### config.mk
export PLATFORM = sky130hd
export DESIGN_NAME = tmbe_ctrl
export DESIGN_NICKNAME = d
export VERILOG_FILES = /design/src/hw/rtl/assert_macros.svh /design/src/hw/rtl/tmbe_pkg.sv /design/src/hw/rtl/tmbe_ctrl.sv
export SDC_FILE = /design/constraint.sdc
export NUM_CORES = 1
export LEC_CHECK = 0
export BUFFER_PORTS_ARGS = -buffer_cell sky130_fd_sc_hd__buf_2
export CORE_AREA = 2 2 39 41
export DETAILED_ROUTE_END_ITERATION = 8
export DIE_AREA = 0 0 41 43
export PLACE_DENSITY = 0.53
export SLEW_MARGIN = 20
export SYNTH_ARGS = -nofsm -noshare
export SYNTH_HDL_FRONTEND = slang
export SYNTH_SLANG_ARGS = --single-unit
### constraint.sdc
create_clock -name clk -period 1.6 [get_ports clk]
set_clock_uncertainty 0.05 [all_clocks]
set_input_delay 0.32 -clock clk [delete_from_list [all_inputs] [get_ports clk]]
set_output_delay 0.32 -clock clk [all_outputs]
set_load 0.05 [all_outputs]
### src/hw/rtl/assert_macros.svh
// assertion macros for the rtl of the tape machine executor
// no dependencies; define ASSERT_OFF to compile the checks out
`ifndef ASSERT_MACROS_SVH
`define ASSERT_MACROS_SVH
`ifndef ASSERT_OFF
`define ASSERT_CLK(lbl, clk, rst_n, prop, msg) \
	lbl: assert property (@(posedge clk) disable iff (!rst_n) prop) else $error(msg);
`define ASSERT_CLK_NR(lbl, clk, prop, msg) \
	lbl: assert property (@(posedge clk) prop) else $error(msg);
`else
`define ASSERT_CLK(lbl, clk, rst_n, prop, msg)
`define ASSERT_CLK_NR(lbl, clk, prop, msg)
`endif
`endif

### src/hw/rtl/tmbe_pkg.sv
// package of the tape machine executor: widths, opcodes, status codes,
// controller/datapath interface structs and elaboration helpers
// no dependencies
package tmbe_pkg;

	localparam int TAPE_DEPTH_DEF = 32768;
	localparam int PROG_DEPTH_DEF = 65536;

	localparam int MODE_W  = 4;
	localparam int BYTE_W  = 8;
	localparam int OFS_W   = 17;
	localparam int MAG_W   = 17;
	localparam int NPC_W   = 16;
	localparam int STAT_W  = 3;
	localparam int RED_K_W = 5;
	localparam longint MAG_MAX = 65536;

	localparam logic [MODE_W-1:0] OP_EMPTY = 4'd0;
	localparam logic [MODE_W-1:0] OP_ADD   = 4'd1;
	localparam logic [MODE_W-1:0] OP_SET   = 4'd2;
	localparam logic [MODE_W-1:0] OP_MUL   = 4'd3;
	localparam logic [MODE_W-1:0] OP_SCAN  = 4'd4;
	localparam logic [MODE_W-1:0] OP_MOVE  = 4'd5;
	localparam logic [MODE_W-1:0] OP_JZ    = 4'd6;
	localparam logic [MODE_W-1:0] OP_JNZ   = 4'd7;
	localparam logic [MODE_W-1:0] OP_IO    = 4'd8;
	localparam logic [MODE_W-1:0] OP_HALT  = 4'd9;

	localparam logic [STAT_W-1:0] ST_OK     = 3'd0;
	localparam logic [STAT_W-1:0] ST_HALT   = 3'd1;
	localparam logic [STAT_W-1:0] ST_EMPTY  = 3'd2;
	localparam logic [STAT_W-1:0] ST_BADOP  = 3'd3;
	localparam logic [STAT_W-1:0] ST_NOZERO = 3'd4;

	typedef struct packed {
		logic take;
		logic red_step;
		logic clr_step;
		logic mul_rd;
		logic scan_step;
		logic finish;
	} cmd_t;

	typedef struct packed {
		logic in_red;
		logic red_last;
		logic clr_last;
		logic op_mul;
		logic op_scan;
		logic scan_end;
		logic slot_ok;
	} stat_t;

	// compare-subtract steps needed to bring an offset magnitude below d
	function automatic int red_steps(longint d);
		longint dd;
		int s;
		s = 0;
		dd = d;
		if ((d & (d - 1)) == 0)
			return 0;
		while (dd <= MAG_MAX) begin
			dd = dd << 1;
			s++;
		end
		return s;
	endfunction

	function automatic int max_int(int a, int b);
		return (a > b) ? a : b;
	endfunction

endpackage

### src/hw/rtl/tmbe_ctrl.sv
// controller of the tape machine executor: clearing pass, offset reduction,
// execute, scan and multiply sequencing; depends on tmbe_pkg
module tmbe_ctrl (
	input  logic            clk,
	input  logic            arst_n,
	input  logic            instr_valid,
	output logic            instr_stall,
	input  tmbe_pkg::stat_t st,
	output tmbe_pkg::cmd_t  cmd
);
	import tmbe_pkg::*;

	localparam logic [2:0] S_CLR  = 3'd0;
	localparam logic [2:0] S_IDLE = 3'd1;
	localparam logic [2:0] S_RED  = 3'd2;
	localparam logic [2:0] S_EXEC = 3'd3;
	localparam logic [2:0] S_SCAN = 3'd4;
	localparam logic [2:0] S_MULW = 3'd5;

	logic [2:0] state_q;
	logic [2:0] state_n;

	always_comb begin
		cmd = '0;
		state_n = state_q;
		instr_stall = 1'b1;
		unique case (state_q)
			S_CLR: begin
				cmd.clr_step = 1'b1;
				if (st.clr_last)
					state_n = S_IDLE;
			end
			S_IDLE: begin
				instr_stall = 1'b0;
				if (instr_valid) begin
					cmd.take = 1'b1;
					state_n = st.in_red ? S_RED : S_EXEC;
				end
			end
			S_RED: begin
				cmd.red_step = 1'b1;
				if (st.red_last)
					state_n = S_EXEC;
			end
			S_EXEC: begin
				priority if (st.op_mul) begin
					cmd.mul_rd = 1'b1;
					state_n = S_MULW;
				end else if (st.op_scan && !st.scan_end) begin
					cmd.scan_step = 1'b1;
					state_n = S_SCAN;
				end else if (st.slot_ok) begin
					cmd.finish = 1'b1;
					state_n = S_IDLE;
				end
			end
			S_SCAN: begin
				priority if (!st.scan_end) begin
					cmd.scan_step = 1'b1;
				end else if (st.slot_ok) begin
					cmd.finish = 1'b1;
					state_n = S_IDLE;
				end
			end
			S_MULW: begin
				if (st.slot_ok) begin
					cmd.finish = 1'b1;
					state_n = S_IDLE;
				end
			end
			default: begin
				state_n = S_CLR;
			end
		endcase
	end

	always_ff @(posedge clk or negedge arst_n) begin
		if (!arst_n)
			state_q <= S_CLR;
		else
			state_q <= state_n;
	end

endmodule

==> results.cfg <==
[route]
vias = 418
drt-total-wl_um = 973
via_per_inst = 4.70
drt_iter0_markers = 1
wl_per_cell_um = 10.9
postRouteAntennaNets = 0
drc = 0
drtPass1Iterations = 4

[final_layout]
final_cell_mix = buf_4 (10), buf_2 (9), buf_6 (8)
nNetsFinal = 84
area_delta_synth_final_pct = 94.8
fin_cells = 89
drive_above_1_share = 0.616
largest_register_ffs = 3
n_antenna_cell = 0
reg_top3 = state_q: 3 flops
top_register = state_q
final_common_cell = buf_4

[run_status]
outcome = finished, violations left
violations = negative setup slack

[placement]
gp_congestion = 0.780
port_buffers = 16
hpwlAfterDp_um = 713
post-place-ws_ns = 0.0172
dp.cells = 82

[yosys]
synth_top_cell_area_share = 0.221
syn_area_per_cell_um2 = 7.89
synthFlopType = dfrtp_1
synth_cell_types = 24
yosysTopAreaCell = dfrtp_1
synth_fp_nets = 53
synth_top_cells_by_area = dfrtp_1 (22%), nor2_1 (6.6%), nand3b_4 (5.9%)
yosysSeqAreaShare = 0.221
ys_warn_count = 0
synthArstFlopShare = 1.00
synth_edf_count = 0
syn-instance-count = 43
synthesis.area_um2 = 339
ys_seq_elements = 3

[power_and_ir_drop]
powerDensity_nw_per_um2 = 2050
power.leakage_nw = 0.303
peakVddDrop_mv = 0.682

[timing]
fin_crit_sh = 1.07
fmax_ghz = 0.583
rsz0062_at_grt = true
hold-worst-slack_ns = 0.295
fin_ws_ns = -0.116
setup_viol = 2
max-slew-margin-rel = 0.842
maxSlewViolCount = 0
hold_violations = 0
post-route-min-period_ns = 1.72
fin_tns_setup_ns = -0.205
worst_pin_slew_ns = 0.237

[min_path]
hold_path_depth = 2
hold_class = in -> reg

[floorplanning]
fp.dieH_um = 43
coreArea_um2 = 1380
die_w_um = 41
io_pins = 17
die_area_um2 = 1760
core.rowCount = 14
initial_core_util = 0.245

[clocking]
insertion_delay_ns = 0.24
root_buffer = clkbuf_4
clock_sinks = 3
clk_path_buf_depth = 2
cts_buffers = 3
cts_tree = built
cts.htree.levels = 1
clk_pin_slew_ns = 0.04

[setup_path]
end_kind = output port
cp-start-kind = flop
reg2reg_slack_ns = 0.21
regToRegStartpoint = state_q[0]
endpoint = cmd[1]
critPathLaunch = state_q[2]
reg2regPathDepth = 6
critical_path_class = reg -> out
arrival_ns = 1.35
cp_max_fo = 3
cp.required_ns = 1.23
r2r-end = state_q[2]

[global_routing]
grt_pass1_vias = 361
track_usage = 0.117
grt_antenna_before_repair = 0
grt_first_pass_wirelength_mm = 1.44
grt_max_degree = 9
grt-ovfl-total = 0

[run]
cap_violations = 0
worst min-delay path by stage:
stage | from | endpoint | slack, ns
2_1_floorplan | arst_n | state_q[0] | -0.03
3_3_place_gp | arst_n | state_q[0] | 0.07
3_5_place_dp | arst_n | state_q[0] | 0.07
4_1_cts | instr_valid | state_q[0] | 0.28
5_1_grt | instr_valid | state_q[0] | 0.29
6_report | instr_valid | state_q[0] | 0.29
metrics by stage:
stage           util  cell area [um^2]  power [mW]
2_1_floorplan      -               360       0.769
3_3_place_gp   0.368               509       0.962
3_5_place_dp   0.368               509       0.961
4_1_cts        0.451               624        1.27
5_1_grt        0.477               661        1.45
6_report       0.477               661        1.35
worst max-delay path: stages, from the launching register on:
cell and delay, ns:
dfrtp_1 0.37, nand3b_4 0.17, o32a_1 0.33, nor2_4 0.09, buf_6 0.16
area by class of cell:
type | count | area [um^2]
flip-flops and latches | 3 | 76.3
fillers | 138 | 723
clock buffers | 4 | 26.3
inverters | 3 | 11.3
well taps | 16 | 20.0
repair buffers | 29 | 235
multi-input cells | 34 | 292
synth_stat cells, drive strengths merged (2+ instances only):
master and number:
a21oi 3, buf 3, dfrtp 3, inv 3
nand2 2, nand2b 2, nand3b 2, nor2 7
nor2b 3, nor3b 2, o21ai 2, o22ai 2
o32ai 2
where the power goes:
group / total [mW] / switching [mW] / leakage [nW] / internal (mW)
registers: 0.157 / 0.0436 / 0.0367 / 0.114
logic: 1.06 / 0.576 / 0.251 / 0.484
clock network: 0.137 / 0.0430 / 0.0150 / 0.0937
metal layers:
layer | track usage | vias to the layer above | part of all wire
met5 | 0 | - | 0
met4 | 0.0200 | 0 | 0
met3 | 0.0314 | 0 | 0.065
met2 | 0.191 | 15 | 0.51
met1 | 0.149 | 189 | 0.43
li1 | - | 214 | -
timing repair:
action,in CTS,in global routing
resized for setup,19,8
endpoints found under the hold margin,3,0
hold buffers,1,0
pin swaps,2,2
buffers inserted,2,1
setup endpoints to repair,7,7
cell families (layout without fill, tap and decap cells):
kind of cell | after synthesis | count (layout) | share of synthesized area
and+or+nand+nor | 21 | 21 | 0.380
buffers and inverters | 6 | 36 | 0.111
AOI/OAI and AO/OA | 13 | 13 | 0.288
DFF | 3 | 3 | 0.221
No activity file was read; power rests on OpenSTA's default activity.
